## src/hw/rtl/assert_macros.svh

```systemverilog
// Assertion helpers shared by the queue modules.
`ifndef ASSERT_MACROS_SVH
`define ASSERT_MACROS_SVH

// Check that a condition holds at every clock edge outside reset.
`define SPQ_ASSERT_ALWAYS(lbl, ck, rstn, cond) \
	lbl: assert property (@(posedge ck) disable iff (!(rstn)) (cond)) \
		else $error("invariant violated");

// Check that a consequent holds whenever an antecedent holds.
`define SPQ_ASSERT_IMP(lbl, ck, rstn, ante, cons) \
	lbl: assert property (@(posedge ck) disable iff (!(rstn)) (ante) |-> (cons)) \
		else $error("implication violated");

`endif

```

## src/hw/rtl/spq_pkg.sv

```systemverilog
package spq_pkg;

	localparam int CAPACITY    = 16;
	localparam int ID_BITS     = 16;
	localparam int TYPE_BITS   = 16;
	localparam int PRIO_BITS   = 16;
	localparam int STATUS_BITS = 3;
	localparam int IDX_BITS    = (CAPACITY > 1) ? $clog2(CAPACITY) : 1;
	localparam int CNT_BITS    = $clog2(CAPACITY + 1);

	localparam logic KIND_INSERT = 1'b0;
	localparam logic KIND_REMOVE = 1'b1;

	typedef enum logic [STATUS_BITS-1:0] {
		ST_OK    = 3'd0,
		ST_NULL  = 3'd1,
		ST_DUP   = 3'd2,
		ST_FULL  = 3'd3,
		ST_EMPTY = 3'd4
	} spq_status_t;

	typedef enum logic [2:0] {
		S_IDLE,
		S_DUP_RD,
		S_DUP_CHK,
		S_SHF_RD,
		S_SHF_CHK,
		S_POP_RD,
		S_POP_DATA,
		S_FIN
	} spq_state_t;

	typedef struct packed {
		logic [ID_BITS-1:0]          id;
		logic [TYPE_BITS-1:0]        item_type;
		logic signed [PRIO_BITS-1:0] prio;
	} spq_entry_t;

	typedef struct packed {
		logic                we;
		logic [IDX_BITS-1:0] waddr;
		spq_entry_t          wdata;
		logic [IDX_BITS-1:0] raddr;
	} spq_mem_req_t;

	typedef struct packed {
		spq_status_t                 status;
		logic [ID_BITS-1:0]          out_item_id;
		logic [TYPE_BITS-1:0]        out_item_type;
		logic signed [PRIO_BITS-1:0] out_priority;
		logic [CNT_BITS-1:0]         count_before;
		logic [CNT_BITS-1:0]         count_after;
	} spq_rsp_t;

endpackage

```

## src/hw/rtl/spq_if.sv

```systemverilog
interface spq_req_if;
	import spq_pkg::*;

	logic                        valid;
	logic                        ready;
	logic                        kind;
	logic [ID_BITS-1:0]          item_id;
	logic [TYPE_BITS-1:0]        item_type;
	logic signed [PRIO_BITS-1:0] priority_req;

	modport source (output valid, kind, item_id, item_type, priority_req, input ready);
	modport sink (input valid, kind, item_id, item_type, priority_req, output ready);
endinterface

interface spq_rsp_if;
	import spq_pkg::*;

	logic                        valid;
	logic                        ready;
	logic [STATUS_BITS-1:0]      status;
	logic [ID_BITS-1:0]          out_item_id;
	logic [TYPE_BITS-1:0]        out_item_type;
	logic signed [PRIO_BITS-1:0] out_priority;
	logic [CNT_BITS-1:0]         count_before;
	logic [CNT_BITS-1:0]         count_after;

	modport source (output valid, status, out_item_id, out_item_type, out_priority,
		count_before, count_after, input ready);
	modport sink (input valid, status, out_item_id, out_item_type, out_priority,
		count_before, count_after, output ready);
endinterface

```

## src/hw/rtl/spq_ram.sv

```systemverilog
module spq_ram (
	input  logic                  clk,
	input  spq_pkg::spq_mem_req_t mem_req,
	output spq_pkg::spq_entry_t   rdata
);
	import spq_pkg::*;

	spq_entry_t mem [CAPACITY];

	always_ff @(posedge clk) begin
		if (mem_req.we) begin
			mem[mem_req.waddr] <= mem_req.wdata;
		end
	end

	always_ff @(posedge clk) begin
		rdata <= mem[mem_req.raddr];
	end

endmodule

```

## src/hw/rtl/spq_ctrl.sv

```systemverilog
`include "assert_macros.svh"

module spq_ctrl (
	input  logic                  clk,
	input  logic                  arst_n,
	spq_req_if.sink               req,
	output spq_pkg::spq_rsp_t     res,
	output logic                  res_valid,
	input  logic                  res_ready,
	output spq_pkg::spq_mem_req_t mem_req,
	input  spq_pkg::spq_entry_t   mem_rdata
);
	import spq_pkg::*;

	localparam int SUM_BITS = IDX_BITS + 1;

	spq_state_t          state_q, state_d;
	logic [CNT_BITS-1:0] cnt_q, cnt_d;
	logic [IDX_BITS-1:0] head_q, head_d;
	logic [CNT_BITS-1:0] lidx_q, lidx_d;
	spq_entry_t          op_q;
	spq_rsp_t            res_q, res_d;
	logic [CNT_BITS-1:0] lidx_m1;

	function automatic logic [IDX_BITS-1:0] phys(input logic [IDX_BITS-1:0] h,
		input logic [CNT_BITS-1:0] l);
		logic [SUM_BITS-1:0] s;
		s = SUM_BITS'(h) + SUM_BITS'(l);
		if (s >= SUM_BITS'(CAPACITY)) begin
			s = s - SUM_BITS'(CAPACITY);
		end
		return s[IDX_BITS-1:0];
	endfunction

	assign lidx_m1   = lidx_q - CNT_BITS'(1);
	assign req.ready = (state_q == S_IDLE);
	assign res_valid = (state_q == S_FIN);
	assign res       = res_q;

	always_comb begin
		state_d = state_q;
		cnt_d   = cnt_q;
		head_d  = head_q;
		lidx_d  = lidx_q;
		res_d   = res_q;

		mem_req.we    = 1'b0;
		mem_req.waddr = phys(head_q, lidx_q);
		mem_req.wdata = op_q;
		mem_req.raddr = phys(head_q, lidx_q);

		unique case (state_q)
			S_IDLE: begin
				if (req.valid) begin
					res_d.status        = ST_OK;
					res_d.out_item_id   = '0;
					res_d.out_item_type = '0;
					res_d.out_priority  = '0;
					res_d.count_before  = cnt_q;
					res_d.count_after   = cnt_q;
					lidx_d              = '0;
					if (req.kind == KIND_REMOVE) begin
						if (cnt_q == '0) begin
							res_d.status = ST_EMPTY;
							state_d      = S_FIN;
						end else begin
							state_d = S_POP_RD;
						end
					end else if (req.item_id == '0) begin
						res_d.status = ST_NULL;
						state_d      = S_FIN;
					end else if (cnt_q == '0) begin
						state_d = S_SHF_RD;
					end else begin
						state_d = S_DUP_RD;
					end
				end
			end
			S_DUP_RD: begin
				state_d = S_DUP_CHK;
			end
			S_DUP_CHK: begin
				if (mem_rdata.id == op_q.id) begin
					res_d.status = ST_DUP;
					state_d      = S_FIN;
				end else if (lidx_q + CNT_BITS'(1) == cnt_q) begin
					if (cnt_q == CNT_BITS'(CAPACITY)) begin
						res_d.status = ST_FULL;
						state_d      = S_FIN;
					end else begin
						lidx_d  = cnt_q;
						state_d = S_SHF_RD;
					end
				end else begin
					lidx_d  = lidx_q + CNT_BITS'(1);
					state_d = S_DUP_RD;
				end
			end
			S_SHF_RD: begin
				if (lidx_q == '0) begin
					mem_req.we        = 1'b1;
					cnt_d             = cnt_q + CNT_BITS'(1);
					res_d.count_after = cnt_q + CNT_BITS'(1);
					state_d           = S_FIN;
				end else begin
					mem_req.raddr = phys(head_q, lidx_m1);
					state_d       = S_SHF_CHK;
				end
			end
			S_SHF_CHK: begin
				mem_req.we = 1'b1;
				if ($signed(op_q.prio) < $signed(mem_rdata.prio)) begin
					mem_req.wdata = mem_rdata;
					lidx_d        = lidx_m1;
					state_d       = S_SHF_RD;
				end else begin
					cnt_d             = cnt_q + CNT_BITS'(1);
					res_d.count_after = cnt_q + CNT_BITS'(1);
					state_d           = S_FIN;
				end
			end
			S_POP_RD: begin
				state_d = S_POP_DATA;
			end
			S_POP_DATA: begin
				res_d.out_item_id   = mem_rdata.id;
				res_d.out_item_type = mem_rdata.item_type;
				res_d.out_priority  = mem_rdata.prio;
				res_d.count_after   = cnt_q - CNT_BITS'(1);
				cnt_d               = cnt_q - CNT_BITS'(1);
				if (head_q == IDX_BITS'(CAPACITY - 1)) begin
					head_d = '0;
				end else begin
					head_d = head_q + IDX_BITS'(1);
				end
				state_d = S_FIN;
			end
			S_FIN: begin
				if (res_ready) begin
					state_d = S_IDLE;
				end
			end
			default: begin
				state_d = S_IDLE;
			end
		endcase
	end

	always_ff @(posedge clk or negedge arst_n) begin
		if (!arst_n) begin
			state_q <= S_IDLE;
			cnt_q   <= '0;
			head_q  <= '0;
		end else begin
			state_q <= state_d;
			cnt_q   <= cnt_d;
			head_q  <= head_d;
		end
	end

	always_ff @(posedge clk) begin
		lidx_q <= lidx_d;
		res_q  <= res_d;
		if (req.valid && req.ready) begin
			op_q.id        <= req.item_id;
			op_q.item_type <= req.item_type;
			op_q.prio      <= req.priority_req;
		end
	end

	`SPQ_ASSERT_ALWAYS(a_cnt_bound, clk, arst_n, cnt_q <= CNT_BITS'(CAPACITY))
	`SPQ_ASSERT_IMP(a_write_in_shift, clk, arst_n, mem_req.we,
		state_q == S_SHF_RD || state_q == S_SHF_CHK)

endmodule

```

## src/hw/rtl/stable_priority_queue.sv

```systemverilog
// Stable priority queue of up to CAPACITY tagged entries.
// Channel req takes one operation per transfer: kind 0 inserts item_id with
// item_type and priority_req, kind 1 removes the head entry. Channel rsp
// gives exactly one result per operation, in order, with a status, the
// removed entry (zeros otherwise) and the entry count before and after.
// Entries sit in one single-port-write, registered-read RAM arranged as a
// ring; removal advances the head pointer, insertion scans for a duplicate
// id and then moves larger-priority entries up one slot toward the tail.
// A remove reads the head entry; an empty remove and a null insert go
// straight to the result. An insert scans the stored ids in turn for a
// duplicate (none when empty), rejects a full queue once the scan ends, then
// moves entries up from the tail until the new entry finds its slot.
// Each RAM step is a read state followed by a compare state. One operation
// is in work at a time; the next req transfer can come in the same cycle
// that rsp valid rises. req accepts the next one while a finished result
// still waits in the rsp output register.
// When rsp stalls, the result holds and the next operation stalls at its end.
// Reset empties the queue at once; no clearing pass is needed.
`include "assert_macros.svh"

module stable_priority_queue (
	input  logic     clk,
	input  logic     arst_n,
	spq_req_if.sink  req,
	spq_rsp_if.source rsp
);
	import spq_pkg::*;

	spq_mem_req_t mem_req;
	spq_entry_t   mem_rdata;
	spq_rsp_t     res;
	logic         res_valid;
	logic         res_ready;
	spq_rsp_t     out_q;
	logic         ovalid_q;

	spq_ctrl u_ctrl (
		.clk       (clk),
		.arst_n    (arst_n),
		.req       (req),
		.res       (res),
		.res_valid (res_valid),
		.res_ready (res_ready),
		.mem_req   (mem_req),
		.mem_rdata (mem_rdata)
	);

	spq_ram u_ram (
		.clk     (clk),
		.mem_req (mem_req),
		.rdata   (mem_rdata)
	);

	assign res_ready = !ovalid_q || rsp.ready;

	always_ff @(posedge clk or negedge arst_n) begin
		if (!arst_n) begin
			ovalid_q <= 1'b0;
		end else if (res_valid && res_ready) begin
			ovalid_q <= 1'b1;
		end else if (rsp.ready) begin
			ovalid_q <= 1'b0;
		end
	end

	always_ff @(posedge clk) begin
		if (res_valid && res_ready) begin
			out_q <= res;
		end
	end

	assign rsp.valid         = ovalid_q;
	assign rsp.status        = STATUS_BITS'(out_q.status);
	assign rsp.out_item_id   = out_q.out_item_id;
	assign rsp.out_item_type = out_q.out_item_type;
	assign rsp.out_priority  = out_q.out_priority;
	assign rsp.count_before  = out_q.count_before;
	assign rsp.count_after   = out_q.count_after;

	`SPQ_ASSERT_IMP(a_insert_grows, clk, arst_n,
		ovalid_q && out_q.status == ST_OK && out_q.out_item_id == '0,
		out_q.count_after == out_q.count_before + CNT_BITS'(1))
	`SPQ_ASSERT_IMP(a_reject_keeps, clk, arst_n,
		ovalid_q && out_q.status != ST_OK,
		out_q.count_after == out_q.count_before)

endmodule

```

## src/flat_wrapper.sv

```systemverilog
// flat-port wrapper written by rule: the top's interface ports become plain ports
module stable_priority_queue_flat import spq_pkg::*;
  (clk, arst_n, req_valid, req_kind, req_item_id, req_item_type, req_priority_req, req_ready, rsp_valid, rsp_status, rsp_out_item_id, rsp_out_item_type, rsp_out_priority, rsp_count_before, rsp_count_after, rsp_ready);
  spq_req_if req_i ();
  spq_rsp_if rsp_i ();
  input  logic clk;
  input  logic arst_n;
  input wire logic [$bits(req_i.valid)-1:0] req_valid;
  input wire logic [$bits(req_i.kind)-1:0] req_kind;
  input wire logic [$bits(req_i.item_id)-1:0] req_item_id;
  input wire logic [$bits(req_i.item_type)-1:0] req_item_type;
  input wire logic [$bits(req_i.priority_req)-1:0] req_priority_req;
  output wire logic [$bits(req_i.ready)-1:0] req_ready;
  output wire logic [$bits(rsp_i.valid)-1:0] rsp_valid;
  output wire logic [$bits(rsp_i.status)-1:0] rsp_status;
  output wire logic [$bits(rsp_i.out_item_id)-1:0] rsp_out_item_id;
  output wire logic [$bits(rsp_i.out_item_type)-1:0] rsp_out_item_type;
  output wire logic [$bits(rsp_i.out_priority)-1:0] rsp_out_priority;
  output wire logic [$bits(rsp_i.count_before)-1:0] rsp_count_before;
  output wire logic [$bits(rsp_i.count_after)-1:0] rsp_count_after;
  input wire logic [$bits(rsp_i.ready)-1:0] rsp_ready;
  assign req_i.valid = req_valid;
  assign req_i.kind = req_kind;
  assign req_i.item_id = req_item_id;
  assign req_i.item_type = req_item_type;
  assign req_i.priority_req = req_priority_req;
  assign req_ready = req_i.ready;
  assign rsp_valid = rsp_i.valid;
  assign rsp_status = rsp_i.status;
  assign rsp_out_item_id = rsp_i.out_item_id;
  assign rsp_out_item_type = rsp_i.out_item_type;
  assign rsp_out_priority = rsp_i.out_priority;
  assign rsp_count_before = rsp_i.count_before;
  assign rsp_count_after = rsp_i.count_after;
  assign rsp_i.ready = rsp_ready;
  stable_priority_queue u_core (.clk(clk), .arst_n(arst_n), .req(req_i), .rsp(rsp_i));
endmodule
```

## config.mk

```make
export PLATFORM = sky130hd
export DESIGN_NAME = stable_priority_queue_flat
export DESIGN_NICKNAME = d
export VERILOG_FILES = /design/src/hw/rtl/spq_pkg.sv /design/src/hw/rtl/spq_if.sv /design/src/hw/rtl/spq_ram.sv /design/src/hw/rtl/spq_ctrl.sv /design/src/hw/rtl/stable_priority_queue.sv /design/src/flat_wrapper.sv
export VERILOG_INCLUDE_DIRS = /design/src /design/src/hw/rtl
export SDC_FILE = /design/constraint.sdc
export NUM_CORES = 1
export LEC_CHECK = 0
export ABC_CLOCK_PERIOD_IN_PS = 6400
export BUFFER_PORTS_ARGS = -buffer_cell sky130_fd_sc_hd__buf_4
export CAP_MARGIN = 15
export CORE_ASPECT_RATIO = 0.6
export CORE_UTILIZATION = 55
export DETAILED_ROUTE_END_ITERATION = 8
export PLACE_DENSITY = 0.72
export SLEW_MARGIN = 15
export SYNTH_ARGS = -nofsm -noshare
export SYNTH_HDL_FRONTEND = slang
export SYNTH_SLANG_ARGS = --single-unit
```

## constraint.sdc

```tcl
create_clock -name clk -period 6.4 [get_ports clk]
set_input_delay 0 -clock clk [delete_from_list [all_inputs] [get_ports clk]]
set_output_delay 0 -clock clk [all_outputs]
set_load 0.1 [all_outputs]
```

Word level (Yosys, flattened, before mapping)
Memories as Yosys holds them, arrays and structs flattened. A register that Yosys moved wholly into a read port is not among the register bits.
Index checks and enable logic that the tools add are counted.
{"block": "classes", "n_addsub": 9, "magnitude_cmp": 3, "eq_ne": 20, "n_mux": 44, "n_reduce_logical": 21}
{"operator": "2-to-1 mux 48 bit", "n": 2}
{"operator": "one-hot mux 48 bit (2 select lines)", "n": 1}
{"operator": "2-to-1 mux 61 bit", "n": 1}
{"operator": "2-to-1 mux 3 bit", "n": 13}
{"operator": "2-to-1 mux 5 bit", "n": 7}
{"operator": "one-hot mux 5 bit (3 select lines)", "n": 2}
{"operator": "one-hot mux 3 bit (8 select lines)", "n": 1}
{"operator": "2-to-1 mux 4 bit", "n": 5}
{"operator": "one-hot mux 5 bit (4 select lines)", "n": 1}
{"operator": "== test 16 bit", "n": 1}
{"operator": "logical NOT 16 bit", "n": 1}
{"operator": "less-than comparator 16 bit", "n": 1}
{"operator": "== test 3 bit, second input constant", "n": 4}
{"operator": "inequality test 2 bit, second input constant", "n": 6}
{"operator": "adder 4 x 5 -> 5 bit", "n": 2}
{"operator": "adder 5 x 1 -> 5 bit, second input constant", "n": 2}
{"operator": ">= comparator 5 bit, second input constant", "n": 2}
{"operator": "logical NOT 5 bit", "n": 2}
{"operator": "subtractor 5 x 1 -> 5 bit, second input constant", "n": 2}
{"operator": "inequality test 3 bit, second input constant", "n": 3}
{"operator": "AND reduction 4 bit", "n": 2}
{"operator": "subtractor 4 x 1 -> 4 bit, second input constant", "n": 2}
{"operator": "== test 3 x 2 -> 1 bit, second input constant", "n": 2}
{"operator": "2-to-1 mux 1 bit", "n": 6}
{"operator": "other kinds (18)", "n": 26}
{"block": "totals", "reg_bits": 188, "ram_bits": 768, "input_bits": 53, "output_inout_bits": 63, "elab_cells": 118, "mem_count": 1}
{"name": "u_core.u_ram.mem", "depth": 16, "word_bits": 48, "read_ports": 1, "rd_ports_with_merged_regs": 1, "wr": 1, "line": "spq_ram.sv:8", "source": "spq_entry_t mem [CAPACITY];"}

Depth between registers and ports, before layout
{"block": "logic_depth", "word_depth": 6, "ltp_mapped": 14}

By module
From an unflattened synthesis, not the netlist that was laid out.
{"block": "hier_totals", "hier_cells": 1832, "area_unflattened_um2": 38154.1}
{"mod": "spq_ram", "n_inst": 1, "cells_each": 1242, "area_each_um2": 29691.0, "seq_area_each_um2": 24023.0}
{"mod": "spq_ctrl", "n_inst": 1, "cells_each": 525, "area_each_um2": 6577.6, "seq_area_each_um2": 3723.6}
{"mod": "stable_priority_queue", "n_inst": 1, "cells_each": 65, "area_each_um2": 1885.6, "seq_area_each_um2": 1856.8}

Least setup slack after synthesis
Ideal clock, no wire load.
{"block": "synth_timing", "kind": "register -> register", "startpoint": "register u_core.u_ctrl.state_q[1]", "endpoint": "register u_core.u_ctrl.res_q (netlist bit u_core.u_ctrl.res[10]), enable pin", "arrival_time_ns": 5.191, "slack_ns": 0.825, "path_stages_with_launch": 5, "path_buffers": 1, "period_less_slack_ns": 5.575, "path_cell_list": "dfrtp_1 -> clkbuf_1 -> nor3_1 -> and2_1 -> or2_2"}
{"block": "synth_between", "elab_chain_cells": 3}
{"item": "start, declared", "line": "spq_ctrl.sv:17", "source": "spq_state_t state_q, state_d;"}
{"item": "start signal, assigned", "line": "spq_ctrl.sv:155", "source": "state_q <= state_d;"}
{"item": "logical NOT 3 bit *"}
{"item": "net req_ready", "line": "flat_wrapper.sv:13", "source": "output wire logic [$bits(req_i.ready)-1:0] req_ready;"}
{"item": "inequality test 2 bit (no source line) or nonzero test 2 bit (tied branches)"}
{"item": "AND reduction 2 bit (no source line) *"}
{"item": "end signal, assigned", "line": "spq_ctrl.sv:163", "source": "res_q <= res_d;"}
{"item": "end, declared", "line": "spq_ctrl.sv:22", "source": "spq_rsp_t res_q, res_d;"}
Mark *: on every way through the listed nets, which the timed path passes. The rest lies on a longest branch.
A chain may end at the register's enable or synchronous reset.

Worst setup path in the final report
{"block": "layout_timing", "startpoint": "register u_core.u_ctrl.lidx_q[0]", "endpoint": "register u_core.u_ram.rdata[13] (netlist name)"}
{"block": "layout_between", "elab_chain_cells": 6}
{"item": "start, declared", "line": "spq_ctrl.sv:20", "source": "logic [CNT_BITS-1:0] lidx_q, lidx_d;"}
{"item": "start signal, assigned", "line": "spq_ctrl.sv:162", "source": "lidx_q <= lidx_d;"}
{"item": "subtractor 5 x 1 -> 5 bit", "line": "spq_ctrl.sv:35", "source": "assign lidx_m1 = lidx_q - CNT_BITS'(1);"}
{"item": "adder 4 x 5 -> 5 bit", "line": "spq_ctrl.sv:28", "source": "s = SUM_BITS'(h) + SUM_BITS'(l);"}
{"item": "subtractor 4 x 1 -> 4 bit or >= comparator 5 bit (tied branches)", "line": "spq_ctrl.sv:30, spq_ctrl.sv:29"}
{"item": "2-to-1 mux 4 bit", "line": "spq_ctrl.sv:29", "source": "if (s >= SUM_BITS'(CAPACITY)) begin"}
{"item": "2-to-1 mux 4 bit", "line": "spq_ctrl.sv:100", "source": "if (lidx_q == '0) begin"}
{"item": "2-to-1 mux 4 bit *", "line": "spq_ctrl.sv:52", "source": "unique case (state_q)"}
Every way passes the cells marked *; elsewhere a longest branch is shown, timed or not.

==> flow_summary_export.csv <==
group,metric,value,unit
synthesis,synth_area,45200,µm²
place,portBuffers,115,
synthesis,synth_edf_count,943,
clock_tree,clock_latency,0.68,ns
global_route,grt_antenna_before_repair,4,
setup_path,critPathBufInv,2,
setup_path,reg2reg_to,"u_core.u_ram.rdata[13]",
setup_path,reg2reg_slack,1.68,ns
timing,slew_headroom,22.8,%
place,hpwl,64000,µm
timing,finalSetupTns,0,ns
setup_path,crit_fanout,105,
timing,finalHoldViolCount,0,
routing,first_iter_violations,3941,
timing,fin_skew,0.0294,ns
worst_hold_path,hold_end,"u_core.u_ctrl.op_q[30]",
global_route,grt_max_degree,193,
floorplanning,io_pins,116,
setup_path,cp-startpoint,"u_core.u_ctrl.lidx_q[0]",
routing,routed_wirelength,118000,µm
worst_hold_path,hp-class,"in -> reg",
clock_tree,clk_pin_slew_worst_paths,0.07,ns
global_route,grt_pass1_wl,174000,µm
timing,finalCritPeriodShare,73.8,%
setup_path,cp.arrival,5.25,ns
setup_path,cpPeakStageDelay,0.81,ns
synthesis,synthArstFlopShare,1.29,%
setup_path,critPathKind,"reg -> reg",
synthesis,yosysWarnings,0,
timing,slew_viol_final,0,
synthesis,synthFlopType,"edfxtp_1",
routing,dr.pass1.iters,6,
synthesis,synthCells,3079,
setup_path,reg2reg_depth,11,
setup_path,cp_cell_sequence,"ha_1, fa_1, xor2_4, buf_12, buf_12, nand2_1, nand2_1, a221oi_1, a21boi_0, a21o_1, nor3_1",
setup_path,crit_path_start_kind,"flop",
cells_and_area,antenna_cells,0,
clock_tree,htreeDepth,3,
setup_path,critPathTopFamily,"buffers and inverters",
timing,rsz0062_at_grt,"false",
timing,period_minus_slack,4.72,ns
setup_path,crit_path_end_kind,"flop",
clock_tree,cts_resized,0,
worst_hold_path,hp-start,"req_item_type[14]",
routing,via_count,28652,
global_route,grt.total_usage,28.4,%
timing,setup_viol,0,
setup_path,required,6.93,ns
worst_hold_path,hold_depth,2,
routing,drc,0,
cells_and_area,drive_gt1_share,17.9,%
flow_run,cap_violations,0,
floorplanning,dieArea,83300,µm²
clock_tree,cts_buffer_depth,3,
setup_path,rr_startpoint,"u_core.u_ctrl.lidx_q[0]",
cells_and_area,fin_nets,3282,
clock_tree,cts_tree,"built",
floorplanning,num_rows,80,
clock_tree,cts_setup_buffers,0,
routing,wl_per_cell,27.1,µm
cells_and_area,areaGrowthSynthToFinish,12.6,%
timing,worstMarginPinSlew,1.15,ns
synthesis,ys_types,60,
synthesis,synth_seq_cells,1004,
synthesis,syn_area_per_cell,14.7,µm²
clock_tree,cts_root_buf,"clkbuf_16",
floorplanning,die_x,372,µm
cells_and_area,fillCellCount,5576,
run_status,status,"finished, final reports clean",
synthesis,ys_seq_area_share,65.6,%
clock_tree,clock_sinks,1004,
setup_path,worst-path-stages,11,
clock_tree,cts_buffers,87,
floorplanning,initial_core_util,56.2,%
setup_path,crit_slowest_cell,"xor2_4",
timing,fmax,212,MHz
floorplanning,floorplan.core_area,80400,µm²
floorplanning,die_y,224,µm
place,gp_congestion,0.842,
synthesis,syn_nets,3161,
global_route,grt_pass1_vias,28022,
routing,avgViaCountPerCell,6.60,
global_route,gr-total-overflow,0,
routing,antenna_left,0,
==> cell usage after synthesis, drive strengths merged (27+ instances only) <==
library cell  number  area, µm²
a221oi            96        841
mux2i            190       1900
edfxtp           943      28300
xnor2             30        263
a21boi            48        360
nand2            672       2530
o221ai            97        850
ha                27        338
mux2              33        372
o21ai             36        180
buf              125        667
clkbuf            92        345
a21o              49        368
inv               28        105
and2              40        250
nor2              51        191
mux4             196       4410
a21oi            124        621
dfxtp             48        961
nor3              54        275
==> timing repair <==
action	4_1_cts	5_1_grt
setup endpoints to repair	0	0
endpoints found under the hold margin	99	0
hold buffers	60	0
==> worst max path at each step <==
stage,to
after floorplan,u_core.u_ctrl.res[10]
after global placement,u_core.u_ram.rdata[13]
after detailed placement,u_core.u_ram.rdata[13]
after CTS,u_core.u_ram.rdata[13]
after global routing,u_core.u_ram.rdata[13]
final,u_core.u_ram.rdata[13]
==> per-stage QoR <==
step                      utilization, %  setup slack, ns  hold WS, ns  instances  instance area (µm²)
final                               63.2             1.68       0.0491       4339                50800
after global routing                63.2             1.51       0.0306       4339                50800
after CTS                           63.2             1.78      0.00205       4338                50800
after detailed placement            58.8             1.80       -0.136       4116                47300
after global placement              58.8             1.93       -0.139       4114                47200
after floorplan                        -            0.825       -0.296       3079                45200
==> layer usage <==
layer | track usage (%) | wire (µm) | vias up
li1 | - | - | 12189
met1 | 41.6 | 48100 | 14347
met2 | 41.7 | 52200 | 1885
met3 | 7.58 | 14500 | 229
met4 | 8.92 | 2930 | 2
met5 | 0 | 13 | -
==> cells by family after synthesis <==
logic type      count (synthesis)  share of synthesized area [%]
compound gates                474                           7.57
flops                        1004                           65.6
xor+xnor                       39                          0.806
simple gates                  869                           7.94
buf+inv                       245                           2.47
fa+ha+maj                      29                          0.837
mux                           419                           14.8
==> cell type report <==
class	instances	area, µm²	area share [%]
Tap cell	1066	1330	2.62
Sequential cell	1004	29600	58.2
Timing Repair Buffer	249	2170	4.28
Clock inverter	33	403	0.793
Multi-Input combinational cell	1830	14700	28.9
Clock buffer	129	2520	4.96
Inverter	28	105	0.207
==> sequential cells by signal, summed over array words and instances (netlist names) <==
name                      flops
u_core.rsp.count_after        5
u_core.rsp.count_before       5
u_core.rsp.out_item_id       16
u_core.rsp.out_item_type     16
u_core.rsp.out_priority      16
u_core.rsp.status             3
u_core.rsp.valid              1
u_core.u_ctrl.cnt_q           5
u_core.u_ctrl.head_q          4
u_core.u_ctrl.lidx_q          5
u_core.u_ctrl.op_q           48
u_core.u_ctrl.res            61
u_core.u_ctrl.state_q         3
u_core.u_ram.mem            768
u_core.u_ram.rdata           48
==> cells in the final DEF (no fill, tap or decap), drive strengths merged, types with 31 or more instances in the layout <==
cell / n
mux2i: 190
buf: 189
mux4: 196
a221oi: 96
o21ai: 36
nor2: 51
and2: 40
mux2: 33
edfxtp: 943
inv: 31
o221ai: 97
dfxtp: 48
a21oi: 124
nor3: 54
a21boi: 48
nand2: 672
clkbuf: 129
dlygate4sd3: 60
a21o: 49
Power is left out: the tool's default activity adds up to more than one toggle a clock period on the data nets, which glitch-free logic cannot reach.
